<file path="src/hw/rtl/atf_pkg.sv">
// Shared types and constants for the animated-texture frame table.
// Word layouts, command codes, controller states and control/status bundles.
// No dependencies.
`default_nettype none

package atf_pkg;

   // command codes, same encoding on request and response
   localparam logic [2:0] CMD_ALLOC   = 3'd0;
   localparam logic [2:0] CMD_SET     = 3'd1;
   localparam logic [2:0] CMD_RELEASE = 3'd2;
   localparam logic [2:0] CMD_QUERY   = 3'd3;
   localparam logic [2:0] CMD_TICK    = 3'd4;

   localparam int unsigned PHASE_W  = 25;
   localparam logic [PHASE_W-1:0] PHASE_MAX = '1;

   // request word, lowest field in the lowest bits (64 bits)
   typedef struct packed {
      logic [15:0] delta_time;
      logic [7:0]  frame_count;
      logic [15:0] frm_speed;
      logic [15:0] frm_bytes;
      logic [1:0]  slot;
      logic [2:0]  list_index;
      logic [2:0]  cmd;
   } req_word_type;

   // response word, padded to 40 bits
   typedef struct packed {
      logic [6:0]         pad;
      logic               table_full;
      logic [PHASE_W-1:0] tex_ofs;
      logic               hit;
      logic [2:0]         result_index;
      logic [2:0]         done_cmd;
   } rsp_word_type;

   // one slot entry as held in the slot RAM (Q9.16 phase)
   typedef struct packed {
      logic [PHASE_W-1:0] phase;
      logic [7:0]         count;
      logic [15:0]        rate;
      logic [15:0]        size;
   } slot_entry_type;

   typedef enum logic [3:0] {
      ST_CLEAR,
      ST_IDLE,
      ST_DECODE,
      ST_ALLOC_SCAN,
      ST_ALLOC_CLR,
      ST_QUERY_RD,
      ST_TICK_RD,
      ST_TICK_MUL,
      ST_TICK_WR,
      ST_FINISH
   } state_type;

   // controller -> datapath
   typedef struct packed {
      logic capture;
      logic ld_first;
      logic scan_step;
      logic slot_step;
      logic clr_step;
      logic alloc_mark;
      logic set_full;
      logic release_list;
      logic wr_set;
      logic wr_zero;
      logic wr_tick;
      logic rd_query;
      logic rd_tick;
      logic mul_query;
      logic mul_tick;
      logic rsp_load;
   } ctrl_cmd_type;

   // datapath -> controller
   typedef struct packed {
      logic [2:0] cmd;
      logic       addr_ok;
      logic       lst_alive;
      logic       lst_last;
      logic       slt_last;
      logic       addr_last;
      logic       rsp_free;
   } dp_status_type;

endpackage

`default_nettype wire

</file>
<file path="src/hw/rtl/atf_ram.sv">
// Generic single-port-write, single-port-read RAM with registered read data.
// Contents undefined after reset. No dependencies.
`default_nettype none

module atf_ram #(
   parameter int unsigned WIDTH = 8,
   parameter int unsigned DEPTH = 16,
   localparam int unsigned AW = (DEPTH > 1) ? $clog2(DEPTH) : 1
) (
   input  wire logic             clock,
   input  wire logic             wr_en,
   input  wire logic [AW-1:0]    wr_addr,
   input  wire logic [WIDTH-1:0] wr_data,
   input  wire logic             rd_en,
   input  wire logic [AW-1:0]    rd_addr,
   output logic      [WIDTH-1:0] rd_data
);

   logic [WIDTH-1:0] mem_ff [DEPTH];
   logic [WIDTH-1:0] rd_data_ff;

   always_ff @(posedge clock) begin
      if (wr_en) begin
         mem_ff[wr_addr] <= wr_data;
      end
      if (rd_en) begin
         rd_data_ff <= mem_ff[rd_addr];
      end
   end

   assign rd_data = rd_data_ff;

endmodule

`default_nettype wire

</file>
<file path="src/hw/rtl/atf_ctrl.sv">
// Sequencing state machine for the frame table.
// Drives ctrl_cmd_type strobes into the datapath; uses atf_pkg.
`default_nettype none

module atf_ctrl
   import atf_pkg::*;
(
   input  wire logic          clock,
   input  wire logic          reset,
   input  wire logic          req_tvalid,
   output logic               req_tready,
   input  wire dp_status_type status,
   output ctrl_cmd_type       cmd
);

   state_type state_ff, state_in;

   always_ff @(posedge clock) begin
      if (reset) begin
         state_ff <= ST_CLEAR;
      end else begin
         state_ff <= state_in;
      end
   end

   // next state
   always_comb begin
      state_in = state_ff;
      unique case (state_ff)
         ST_CLEAR: begin
            if (status.addr_last) state_in = ST_IDLE;
         end
         ST_IDLE: begin
            if (req_tvalid) state_in = ST_DECODE;
         end
         ST_DECODE: begin
            case (status.cmd)
               CMD_ALLOC: state_in = ST_ALLOC_SCAN;
               CMD_QUERY: state_in = ST_QUERY_RD;
               CMD_TICK:  state_in = ST_TICK_RD;
               default:   state_in = ST_FINISH;
            endcase
         end
         ST_ALLOC_SCAN: begin
            if (!status.lst_alive)     state_in = ST_ALLOC_CLR;
            else if (status.lst_last)  state_in = ST_FINISH;
         end
         ST_ALLOC_CLR: begin
            if (status.slt_last) state_in = ST_FINISH;
         end
         ST_QUERY_RD: state_in = ST_FINISH;
         ST_TICK_RD: begin
            if (status.lst_alive)                         state_in = ST_TICK_MUL;
            else if (status.lst_last && status.slt_last)  state_in = ST_FINISH;
         end
         ST_TICK_MUL: state_in = ST_TICK_WR;
         ST_TICK_WR: begin
            if (status.lst_last && status.slt_last) state_in = ST_FINISH;
            else                                    state_in = ST_TICK_RD;
         end
         ST_FINISH: begin
            if (status.rsp_free) state_in = ST_IDLE;
         end
         default: state_in = ST_CLEAR;
      endcase
   end

   // outputs
   always_comb begin
      cmd        = '0;
      req_tready = 1'b0;
      unique case (state_ff)
         ST_CLEAR: begin
            cmd.wr_zero  = 1'b1;
            cmd.clr_step = 1'b1;
         end
         ST_IDLE: begin
            req_tready  = 1'b1;
            cmd.capture = req_tvalid;
         end
         ST_DECODE: begin
            case (status.cmd)
               CMD_ALLOC:   cmd.ld_first     = 1'b1;
               CMD_SET:     cmd.wr_set       = status.addr_ok;
               CMD_RELEASE: cmd.release_list = 1'b1;
               CMD_QUERY:   cmd.rd_query     = 1'b1;
               CMD_TICK:    cmd.ld_first     = 1'b1;
               default: ;
            endcase
         end
         ST_ALLOC_SCAN: begin
            if (!status.lst_alive)    cmd.alloc_mark = 1'b1;
            else if (status.lst_last) cmd.set_full   = 1'b1;
            else                      cmd.scan_step  = 1'b1;
         end
         ST_ALLOC_CLR: begin
            cmd.wr_zero   = 1'b1;
            cmd.slot_step = !status.slt_last;
         end
         ST_QUERY_RD: cmd.mul_query = 1'b1;
         ST_TICK_RD: begin
            if (status.lst_alive) cmd.rd_tick   = 1'b1;
            else                  cmd.slot_step = 1'b1;
         end
         ST_TICK_MUL: cmd.mul_tick = 1'b1;
         ST_TICK_WR: begin
            cmd.wr_tick   = 1'b1;
            cmd.slot_step = 1'b1;
         end
         ST_FINISH: cmd.rsp_load = status.rsp_free;
         default: ;
      endcase
   end

endmodule

`default_nettype wire

</file>
<file path="src/hw/rtl/atf_dpath.sv">
// Datapath of the frame table: request capture, walk counters, live bits,
// slot RAM, shared 16x16 multiplier, phase update and response register.
// Uses atf_pkg and atf_ram.
`default_nettype none

module atf_dpath
   import atf_pkg::*;
#(
   parameter int unsigned NUM_LISTS      = 8,
   parameter int unsigned SLOTS_PER_LIST = 4
) (
   input  wire logic         clock,
   input  wire logic         reset,
   input  wire logic [63:0]  req_tdata,
   output logic              rsp_tvalid,
   input  wire logic         rsp_tready,
   output logic      [39:0]  rsp_tdata,
   input  wire ctrl_cmd_type cmd,
   output dp_status_type     status
);

   localparam int unsigned TOTAL = NUM_LISTS * SLOTS_PER_LIST;
   localparam int unsigned AW    = (TOTAL > 1) ? $clog2(TOTAL) : 1;
   localparam int unsigned LW    = (NUM_LISTS > 1) ? $clog2(NUM_LISTS) : 1;
   localparam int unsigned SW    = (SLOTS_PER_LIST > 1) ? $clog2(SLOTS_PER_LIST) : 1;
   localparam int unsigned EW    = $bits(slot_entry_type);

   req_word_type         req_ff, req_in;
   logic [LW-1:0]        lst_ff, lst_in;
   logic [SW-1:0]        slt_ff, slt_in;
   logic [AW-1:0]        addr_ff, addr_in;
   logic [NUM_LISTS-1:0] alive_ff, alive_in;
   logic [LW-1:0]        alloc_idx_ff, alloc_idx_in;
   logic                 full_ff, full_in;
   logic                 hit_ff, hit_in;
   logic [31:0]          prod_ff, prod_in;
   slot_entry_type       ent_ff, ent_in;
   rsp_word_type         rsp_ff, rsp_in;
   logic                 rsp_valid_ff, rsp_valid_in;

   logic                 li_ok, addr_ok;
   logic [31:0]          q_addr_wide;
   logic [AW-1:0]        q_addr;
   logic [LW-1:0]        li_lst;

   logic                 ram_wr_en, ram_rd_en;
   logic [AW-1:0]        ram_wr_addr, ram_rd_addr;
   slot_entry_type       ram_wr_ent, rd_ent;
   logic [EW-1:0]        ram_rd_data;

   logic [15:0]          mul_a, mul_b;
   logic [25:0]          ph_sum;
   logic [PHASE_W-1:0]   ph_sat;
   logic [8:0]           ph_hi;
   slot_entry_type       tick_ent;

   // addressing of the captured request
   assign li_ok       = 32'(req_ff.list_index) < NUM_LISTS;
   assign addr_ok     = li_ok && (32'(req_ff.slot) < SLOTS_PER_LIST);
   assign q_addr_wide = 32'(req_ff.list_index) * SLOTS_PER_LIST + 32'(req_ff.slot);
   assign q_addr      = addr_ok ? q_addr_wide[AW-1:0] : '0;
   assign li_lst      = LW'(req_ff.list_index);

   // phase update: add, saturate, wrap once by the frame count
   always_comb begin
      ph_sum = {1'b0, ent_ff.phase} + {2'b00, prod_ff[31:8]};
      ph_sat = ph_sum[25] ? PHASE_MAX : ph_sum[PHASE_W-1:0];
      ph_hi  = ph_sat[24:16];
      if (ph_sat[24:16] >= {1'b0, ent_ff.count}) begin
         ph_hi = ph_sat[24:16] - {1'b0, ent_ff.count};
      end
      tick_ent       = ent_ff;
      tick_ent.phase = {ph_hi, ph_sat[15:0]};
   end

   // RAM port selection
   always_comb begin
      ram_wr_en   = 1'b0;
      ram_wr_addr = addr_ff;
      ram_wr_ent  = '0;
      if (cmd.wr_set) begin
         ram_wr_en         = addr_ok;
         ram_wr_addr       = q_addr;
         ram_wr_ent.size   = req_ff.frm_bytes;
         ram_wr_ent.rate   = req_ff.frm_speed;
         ram_wr_ent.count  = req_ff.frame_count;
      end else if (cmd.wr_tick) begin
         ram_wr_en  = ent_ff.size != 16'd0;
         ram_wr_ent = tick_ent;
      end else if (cmd.wr_zero) begin
         ram_wr_en = 1'b1;
      end
      ram_rd_en   = cmd.rd_query || cmd.rd_tick;
      ram_rd_addr = cmd.rd_query ? q_addr : addr_ff;
   end

   atf_ram #(
      .WIDTH (EW),
      .DEPTH (TOTAL)
   ) u_slot_ram (
      .clock   (clock),
      .wr_en   (ram_wr_en),
      .wr_addr (ram_wr_addr),
      .wr_data (EW'(ram_wr_ent)),
      .rd_en   (ram_rd_en),
      .rd_addr (ram_rd_addr),
      .rd_data (ram_rd_data)
   );

   assign rd_ent = slot_entry_type'(ram_rd_data);

   // shared multiplier operands
   always_comb begin
      if (cmd.mul_query) begin
         mul_a = {7'd0, rd_ent.phase[24:16]};
         mul_b = rd_ent.size;
      end else begin
         mul_a = rd_ent.rate;
         mul_b = req_ff.delta_time;
      end
   end

   always_comb begin
      req_in       = cmd.capture ? req_word_type'(req_tdata) : req_ff;
      lst_in       = lst_ff;
      slt_in       = slt_ff;
      addr_in      = addr_ff;
      alive_in     = alive_ff;
      alloc_idx_in = alloc_idx_ff;
      full_in      = full_ff;
      hit_in       = hit_ff;
      prod_in      = prod_ff;
      ent_in       = ent_ff;
      rsp_in       = rsp_ff;
      rsp_valid_in = rsp_valid_ff;

      if (cmd.ld_first) begin
         lst_in       = LW'(1);
         slt_in       = '0;
         addr_in      = AW'(SLOTS_PER_LIST);
         full_in      = 1'b0;
         alloc_idx_in = '0;
      end
      if (cmd.scan_step) begin
         lst_in  = lst_ff + LW'(1);
         addr_in = addr_ff + AW'(SLOTS_PER_LIST);
      end
      if (cmd.slot_step) begin
         addr_in = addr_ff + AW'(1);
         if (status.slt_last) begin
            slt_in = '0;
            lst_in = lst_ff + LW'(1);
         end else begin
            slt_in = slt_ff + SW'(1);
         end
      end
      if (cmd.clr_step) begin
         addr_in = addr_ff + AW'(1);
      end
      if (cmd.alloc_mark) begin
         alive_in[lst_ff] = 1'b1;
         alloc_idx_in     = lst_ff;
      end
      if (cmd.set_full) begin
         full_in = 1'b1;
      end
      if (cmd.release_list && li_ok) begin
         alive_in[li_lst] = 1'b0;
      end
      if (cmd.mul_query || cmd.mul_tick) begin
         prod_in = 32'(mul_a) * 32'(mul_b);
      end
      if (cmd.mul_query) begin
         hit_in = addr_ok && (rd_ent.size != 16'd0);
      end
      if (cmd.mul_tick) begin
         ent_in = rd_ent;
      end

      if (rsp_tready) begin
         rsp_valid_in = 1'b0;
      end
      if (cmd.rsp_load) begin
         rsp_valid_in        = 1'b1;
         rsp_in              = '0;
         rsp_in.done_cmd     = req_ff.cmd;
         case (req_ff.cmd) inside
            CMD_ALLOC:                      rsp_in.result_index = 3'(alloc_idx_ff);
            CMD_SET, CMD_RELEASE, CMD_QUERY: rsp_in.result_index = req_ff.list_index;
            default:                        rsp_in.result_index = 3'd0;
         endcase
         rsp_in.hit        = (req_ff.cmd == CMD_QUERY) && hit_ff;
         rsp_in.tex_ofs    = rsp_in.hit ? prod_ff[PHASE_W-1:0] : '0;
         rsp_in.table_full = (req_ff.cmd == CMD_ALLOC) && full_ff;
      end
   end

   always_ff @(posedge clock) begin
      if (reset) begin
         lst_ff       <= '0;
         slt_ff       <= '0;
         addr_ff      <= '0;
         alive_ff     <= '0;
         rsp_valid_ff <= 1'b0;
      end else begin
         lst_ff       <= lst_in;
         slt_ff       <= slt_in;
         addr_ff      <= addr_in;
         alive_ff     <= alive_in;
         rsp_valid_ff <= rsp_valid_in;
      end
      req_ff       <= req_in;
      alloc_idx_ff <= alloc_idx_in;
      full_ff      <= full_in;
      hit_ff       <= hit_in;
      prod_ff      <= prod_in;
      ent_ff       <= ent_in;
      rsp_ff       <= rsp_in;
   end

   assign status.cmd       = req_ff.cmd;
   assign status.addr_ok   = addr_ok;
   assign status.lst_alive = alive_ff[lst_ff];
   assign status.lst_last  = lst_ff == LW'(NUM_LISTS - 1);
   assign status.slt_last  = slt_ff == SW'(SLOTS_PER_LIST - 1);
   assign status.addr_last = addr_ff == AW'(TOTAL - 1);
   assign status.rsp_free  = !rsp_valid_ff || rsp_tready;

   assign rsp_tvalid = rsp_valid_ff;
   assign rsp_tdata  = 40'(rsp_ff);

   // list 0 is reserved and never handed out
   a_list0_dead: assert property (@(posedge clock) disable iff (reset) !alive_ff[0])
      else $error("list 0 marked live");

   a_one_write: assert property (@(posedge clock) disable iff (reset)
      $onehot0({cmd.wr_set, cmd.wr_zero, cmd.wr_tick}))
      else $error("conflicting RAM writes");

   a_rsp_room: assert property (@(posedge clock) disable iff (reset)
      cmd.rsp_load |-> (!rsp_valid_ff || rsp_tready))
      else $error("response register overwritten");

   a_alloc_live: assert property (@(posedge clock) disable iff (reset)
      cmd.alloc_mark |=> alive_ff[$past(lst_ff)])
      else $error("allocated list not live");

   a_hit_query: assert property (@(posedge clock) disable iff (reset)
      (rsp_valid_ff && rsp_ff.hit) |-> (rsp_ff.done_cmd == CMD_QUERY))
      else $error("hit on a non-query word");

endmodule

`default_nettype wire

</file>
<file path="src/hw/rtl/anim_texture_frame_table.sv">
// Animated-texture frame table: NUM_LISTS lists of SLOTS_PER_LIST slots, each slot
// holding frame size, Q8.8 frame rate, frame count and a Q9.16 phase, kept in one
// slot RAM. Each request word yields exactly one response word. After reset the
// block runs a clearing pass over the RAM, one entry per cycle, during which
// req_tready stays low. Words are handled one at a time. Set, release and unknown
// codes need no walk; a query reads the RAM, then uses the shared multiplier for
// phase times size; an allocate scans past the live lists, then clears the
// SLOTS_PER_LIST slots of the first dead list, or marks the table full; and a
// tick walks every slot of lists 1 to NUM_LISTS-1, where each slot of a live list
// needs a RAM read, a multiply and a write-back through the single RAM port pair.
// The response sits in its own register, so a new request is taken while it waits.
// Depends on atf_pkg, atf_ctrl, atf_dpath and atf_ram.
`default_nettype none

module anim_texture_frame_table
   import atf_pkg::*;
#(
   parameter int unsigned NUM_LISTS      = 8,
   parameter int unsigned SLOTS_PER_LIST = 4
) (
   input  wire logic        clock,
   input  wire logic        reset,
   // request stream
   input  wire logic        req_tvalid,
   output logic             req_tready,
   // cmd[2:0], list_index[5:3], slot[7:6], frm_bytes[23:8],
   // frm_speed[39:24], frame_count[47:40], delta_time[63:48]
   input  wire logic [63:0] req_tdata,
   // response stream
   output logic             rsp_tvalid,
   input  wire logic        rsp_tready,
   // done_cmd[2:0], result_index[5:3], hit[6], tex_ofs[31:7],
   // table_full[32], zero[39:33]
   output logic      [39:0] rsp_tdata
);

   ctrl_cmd_type  cmd;
   dp_status_type status;

   // sequencer: walks alloc scans, slot clears and the tick sweep
   atf_ctrl u_ctrl (
      .clock      (clock),
      .reset      (reset),
      .req_tvalid (req_tvalid),
      .req_tready (req_tready),
      .status     (status),
      .cmd        (cmd)
   );

   // storage, counters, multiplier and response register
   atf_dpath #(
      .NUM_LISTS      (NUM_LISTS),
      .SLOTS_PER_LIST (SLOTS_PER_LIST)
   ) u_dpath (
      .clock      (clock),
      .reset      (reset),
      .req_tdata  (req_tdata),
      .rsp_tvalid (rsp_tvalid),
      .rsp_tready (rsp_tready),
      .rsp_tdata  (rsp_tdata),
      .cmd        (cmd),
      .status     (status)
   );

endmodule

`default_nettype wire
</file>
<file path="config.mk">
export PLATFORM = sky130hd
export DESIGN_NAME = anim_texture_frame_table
export DESIGN_NICKNAME = d
export VERILOG_FILES = /design/src/hw/rtl/atf_pkg.sv /design/src/hw/rtl/atf_ram.sv /design/src/hw/rtl/atf_ctrl.sv /design/src/hw/rtl/atf_dpath.sv /design/src/hw/rtl/anim_texture_frame_table.sv
export SDC_FILE = /design/constraint.sdc
export NUM_CORES = 2
export LEC_CHECK = 0
export BUFFER_PORTS_ARGS = -buffer_cell sky130_fd_sc_hd__clkbuf_2
export CAP_MARGIN = 15
export CORE_MARGIN = 8
export CORE_UTILIZATION = 30
export CTS_CLUSTER_DIAMETER = 100
export CTS_CLUSTER_SIZE = 24
export DETAILED_ROUTE_END_ITERATION = 6
export PLACE_DENSITY = 0.48
export SETUP_SLACK_MARGIN = 0.05
export SYNTH_ARGS = -nofsm -noshare
export SYNTH_HDL_FRONTEND = slang
export SYNTH_SLANG_ARGS = --single-unit
</file>
<file path="constraint.sdc">
create_clock -name clock -period 22.6 [get_ports clock]
set_input_delay 4.52 -clock clock [delete_from_list [all_inputs] [get_ports clock]]
set_output_delay 4.52 -clock clock [all_outputs]
set_load 0.02 [all_outputs]
</file>
; Word level (Yosys, flattened, before mapping)
; Memories as Yosys holds them, arrays and structs flattened. A register that Yosys moved wholly into a read port is not among the register bits.
; Cells that the tools add are included.
[op_classes]
n_lt_le_gt_ge = 5
muxes = 75
add_sub_neg = 7
bitwise = 3
n_mul = 1
n_reduce_logical = 22
eq_ne = 22
[ops]
columns = operator, n
row1 = 2-to-1 mux 65 bit, 1
row2 = 2-to-1 mux 25 bit, 2
row3 = 2-to-1 mux 40 bit, 1
row4 = one-hot mux 4 bit (10 select lines), 1
row5 = 2-to-1 mux 4 bit, 9
row6 = multiplier 16 x 16 -> 32 bit, 1
row7 = 2-to-1 mux 1 bit, 32
row8 = 2-to-1 mux 16 bit, 2
row9 = nonzero test 16 bit, 2
row10 = 2-to-1 mux 5 bit, 6
row11 = adder 25 x 24 -> 26 bit, 1
row12 = 2-to-1 mux 3 bit, 8
row13 = "== test 4 x 3 -> 1 bit, second input constant", 4
row14 = 2-to-1 mux 8 bit, 2
row15 = one-hot mux 4 bit (3 select lines), 1
row16 = 2-to-1 mux 2 bit, 5
row17 = >= comparator 9 x 8 -> 1 bit, 1
row18 = 2-to-1 mux 9 bit, 1
row19 = subtractor 9 x 8 -> 9 bit, 1
row20 = AND 8 bit, 1
row21 = "== test 4 x 2 -> 1 bit, second input constant", 2
row22 = "== test 4 bit, second input constant", 2
row23 = "less-than comparator 3 x 4 -> 1 bit, second input constant", 2
row24 = NOT 8 bit, 1
row25 = 30 further kinds, 46
[totals]
n_memories = 1
reg_bits = 222
in_bits = 68
elab_cells = 162
out_inout_bits = 42
mem_bits_rw = 2080
[mem_list]
columns = name, depth, word_bits, read_ports, rd_ports_with_merged_regs, wr, line_no
row1 = u_dpath.u_slot_ram.mem_ff, 32, 65, 1, 1, 1, atf_ram.sv:19  ; logic [WIDTH-1:0] mem_ff [DEPTH];

; Depth between registers and ports, before layout
[logic_depth]
word_depth = 8
ltp_mapped = 32
mapped_depth_nobuf = 29

; Hierarchy
; From an unflattened synthesis, not the netlist that was laid out.
[hier_totals]
hier_cells = 4972
area_unflattened_um2 = 99995.9
[by_module_without_submodules]
columns = module, n_inst, seq_area_each_um2, cells_per_inst, area_per_inst_um2
row1 = atf_ram, 1, 64411.8, 3147, 80847.5
row2 = atf_dpath, 1, 6346.1, 1738, 18487.7
row3 = atf_ctrl, 1, 80.1, 87, 660.6

; Least setup slack after synthesis
; Ideal clock, no wire load.
[synth_path]
path_type = register to register
start = register u_ctrl.state_ff[2]
end = register u_dpath.prod_ff[30] (data pin)
t_arrival_ps = 8258
path_buffers = 4
path_slack_ps = 14080
synth_period_minus_slack_ps = 8520
t_required_ps = 22338
stages_incl_launch_ff = 30
setup_time_ps = 262
path_cell_list = dfxtp_1 clkbuf_1 nand2_1 inv_1 nand2_1 inv_2 buf_2 buf_1 nand2_1 nand2_1 clkbuf_1 nand2_1 fa_1 inv_1 fa_1 fa_1 fa_1 fa_1 inv_1 fa_1 inv_1 ha_1 and3_1 and2_1 a31o_2 a2111oi_0 o21ai_0 o311ai_0 a21oi_1 xor2_1
[synth_via]
elab_chain_len = 4
elab_cells_between_ends = 5
classes_between = 1 x mul / 1 x eq/ne / 3 x mux
[synth_rtl]
columns = item, line_no
row1 = "start, declared", atf_ctrl.sv:16  ; state_type state_ff, state_in;
row2 = "start signal, assigned", atf_ctrl.sv:22  ; state_ff <= state_in;
row3 = == test 4 x 3 -> 1 bit *, atf_ctrl.sv:72  ; unique case (state_ff)
row4 = 2-to-1 mux 1 bit *, atf_ctrl.sv:72
row5 = 2-to-1 mux 16 bit, atf_dpath.sv:114  ; if (cmd.mul_query) begin
row6 = multiplier 16 x 16 -> 32 bit *, atf_dpath.sv:171  ; prod_in = 32'(mul_a) * 32'(mul_b);
row7 = "end signal, assigned", atf_dpath.sv:216  ; prod_ff <= prod_in;
row8 = "end, declared", atf_dpath.sv:36  ; logic [31:0] prod_ff, prod_in;
; Every way passes the cells marked *; elsewhere a longest branch is shown, timed or not.
; A chain may end at the register's enable or synchronous reset.

; Final worst setup path
[layout_path]
start = register u_ctrl.state_ff[0]
end = register u_dpath.prod_ff[30] (data pin)
; The elaborated chain is that of the path after synthesis.

==> impl_metrics.toml <==
[placed_design]
place.gp.congestion = 0.832
dp.final_hpwl_um = 161000
placed_area_um2 = 107000
io_buffers = 102
pre_cts_ws_ns = 13.06

[worst_setup_path]
r2r-end = "u_dpath.prod_ff[30]"
worstReg2RegStart = "u_ctrl.state_ff[0]"
r2r_setup_slack_ns = 12.95
crit_buf_inv = 8
cp_top_family = "adder cells"
arrival_ns = 10.19
path_class = "flop to flop"
cp_slowest_cell = "mux2i_1"
crit_top_cell = "fa_1"
setup.worst_path.end_class = "flop"
crit_required_ns = 23.15
path_max_fanout = 61
r2r_cells = 28
slowest_delay_ns = 0.94
worstSetupStartpointType = "flop"

[grt]
antenna_found_initial = 28
grt_util_all_layers_pct = 15.8
grt_pass1_vias = 50611
grt_pass1_wl_um = 401000
grt_max_degree = 129
grt-ovfl-total = 0

[sta]
min_period_ns = 9.65
fmax_mhz = 104
rsz0062_at_grt = "no"
slew_headroom_pct = 21.6
worstMarginPinSlew_ns = 1.18
hold_violations = 0
setup_viol = 0
fin_crit_sh_pct = 42.7
finalClockSkew_ns = 0.0435
fin_setup_tns_ns = 0
timing.final.max_slew_violations = 0
fin_ws_ns = 12.95

[cts]
post-cts-setup-buffers = 0
ctsHoldBuffers = 0
insertion_delay_ns = 0.80
clockBufferDepth = 3
cts_buffers = 114
htreeDepth = 3
ctsResizeCount = 0
clock-sinks = 2367
cts_root_buf = "clkbuf_16"
cts.clk_slew.worst_paths_ns = 0.09
cts_tree = "yes"

[logic_synthesis]
synth-edff-count = 2343
yosysWarningCount = 0
netlist_instances = 5196
ys.flop_type = "edfxtp_1"
netlist_area_um2 = 101000
ys_seq_area_share_pct = 70.3
synthDistinctLibCells = 76
ys_async_sr_fraction_pct = 0
avgSynthCellArea_um2 = 19.4
synth-seq-cells = 2367

[power_and_ir_drop]
vdd_drop_max_uv = 371
power.density_nw_per_um2 = 124
p_leak_nw = 36.8
power.total_w = 0.0137

[route]
routed_wl_um = 290000
drc = 0
route.vias.total = 49966
drt-vias-per-instance = 5.11
ant_nets = 0
first_iter_violations = 5573
wl_per_cell_um = 29.6
first_pass_iters = 7

[job]
maxCapViolations = 0

[die]
boundaryPins = 110
initial_core_util_pct = 30.0
die_w_um = 596
die_height_um = 596
dieArea_um2 = 355000
num_rows = 213
coreArea_um2 = 336000

[finish]
fin_area_um2 = 111000
layout-drive-gt1-share_pct = 20.3
fillCellCount = 31845
area.growth.synth_to_final_pct = 10.1
finish.utilization_pct = 33.1
final_nets = 5748

[min_path]
hp-class = "flop to flop"
hold_depth = 0
min_to = "u_dpath.ent_ff[50]"
worstHoldStart = "u_dpath.u_slot_ram.rd_data[50]"

[status]
status = "completed"
[layout by cell type, fill, tap and decap left out, types with 11 or more instances in the layout]
| cell | count |
|---|---|
| edfxtp_1 | 2343 |
| mux4_2 | 520 |
| mux2i_1 | 411 |
| nand2_1 | 254 |
| inv_1 | 249 |
| fa_1 | 196 |
| ha_1 | 142 |
| buf_4 | 123 |
| nor2_1 | 118 |
| clkbuf_16 | 117 |
| clkbuf_2 | 102 |
| a21oi_1 | 77 |
| mux2_2 | 70 |
| o21ai_0 | 47 |
| and3_1 | 46 |
| a22o_1 | 36 |
| nor2_4 | 35 |
| and2_1 | 33 |
| xnor2_1 | 32 |
| dfxtp_1 | 24 |
| nor2b_1 | 23 |
| nor3_1 | 22 |
| a21o_1 | 21 |
| a21oi_2 | 20 |
| nand3_1 | 18 |
| buf_8 | 17 |
| xor2_1 | 16 |
| o21a_1 | 15 |
| a211oi_1 | 14 |
| nand2b_1 | 14 |
| or2_2 | 13 |
| a31oi_1 | 12 |
| buf_12 | 11 |
[routing by layer]
layer	share of wire [%]	vias up	wire [um]	global-route usage [%]
met1	45	27606	130000	22.6
met2	47	1406	136000	25.5
met4	1.7	12	4970	2.81
met5	0.025	-	73	0
li1	-	20711	-	-
met3	6.4	231	18600	2.89
[power breakdown]
group | switching (W) | internal, W
Combinational | 0.00334 | 0.00255
Sequential | 0.000120 | 0.00537
Clock | 0.00138 | 0.000982
Total | 0.00485 | 0.00890
[metrics by stage]
step	hold slack [ns]	std cells
floorplan	0.400	5202
global placement	0.402	9610
detailed placement	0.406	9613
CTS	0.405	9759
global route	0.411	9780
finish	0.413	9783
[synthesized netlist by cell type (16+ instances only)]
| cell type | n | area, um^2 |
|---|---|---|
| clkbuf_1 | 96 | 360 |
| nor2b_1 | 23 | 144 |
| nand3_1 | 18 | 90.1 |
| and2_1 | 33 | 206 |
| nor3_1 | 23 | 115 |
| nand2_1 | 255 | 957 |
| inv_1 | 249 | 935 |
| edfxtp_1 | 2343 | 70400 |
| nor2_1 | 154 | 578 |
| mux2i_1 | 418 | 4180 |
| a21oi_1 | 97 | 485 |
| fa_1 | 196 | 3920 |
| mux4_2 | 520 | 11700 |
| a211oi_1 | 16 | 120 |
| ha_1 | 142 | 1780 |
| and3_1 | 47 | 294 |
| a22o_1 | 36 | 315 |
| xor2_1 | 16 | 140 |
| o21ai_0 | 54 | 270 |
| mux2_2 | 70 | 788 |
| buf_4 | 54 | 405 |
| xnor2_1 | 32 | 280 |
| dfxtp_1 | 24 | 480 |
| buf_1 | 60 | 225 |
| a21o_1 | 21 | 158 |
[layout make-up]
cell class              count  area [um^2]  share of cell area (%)
inverters                 251          942                   0.849
repair buffers            258         1990                    1.79
clock buffers             123         2950                    2.66
clock inverters            23          327                   0.294
diodes                      4         10.0                 0.00902
multi-input cells        2350        28400                    25.6
flip-flops and latches   2367        70800                    63.9
well taps                4407         5510                    4.97
[state kept, by name (all words and copies together), names as in the netlist]
register	count
u_dpath.u_slot_ram.mem_ff	2080
u_dpath.ent_ff	65
u_dpath.u_slot_ram.rd_data	65
u_dpath.req_ff	58
u_dpath.rsp_tdata	33
u_dpath.prod_ff	32
u_dpath.alive_ff	8
u_dpath.addr_ff	5
u_ctrl.state_ff	4
u_dpath.alloc_idx_ff	3
u_dpath.li_lst	3
u_dpath.lst_ff	3
u_dpath.status	3
u_dpath.slt_ff	2
u_dpath.full_ff	1
u_dpath.hit_ff	1
u_dpath.rsp_tvalid	1
[kinds of logic after synthesis]
group,Yosys count,share of synthesized area (%)
compound gates,322,2.11
flops,2367,70.3
other cells,1,0.00372
simple gates,627,2.90
fa+ha+maj,338,5.66
xor+xnor,48,0.417
buf+inv,485,2.09
mux,1008,16.6
[worst max path at each step]
stage | end | startpoint | depth (start not counted)
4_1_cts | u_dpath.prod_ff[30] | u_ctrl.state_ff[0] | 30
5_1_grt | u_dpath.prod_ff[30] | u_ctrl.state_ff[0] | 30
2_1_floorplan | u_dpath.prod_ff[30] | u_ctrl.state_ff[2] | 29
3_5_place_dp | u_dpath.prod_ff[30] | u_ctrl.state_ff[0] | 30
3_3_place_gp | u_dpath.prod_ff[30] | u_ctrl.state_ff[0] | 28
6_report | u_dpath.prod_ff[30] | u_ctrl.state_ff[0] | 28
Note: power is estimated with default switching activity, not from simulation.
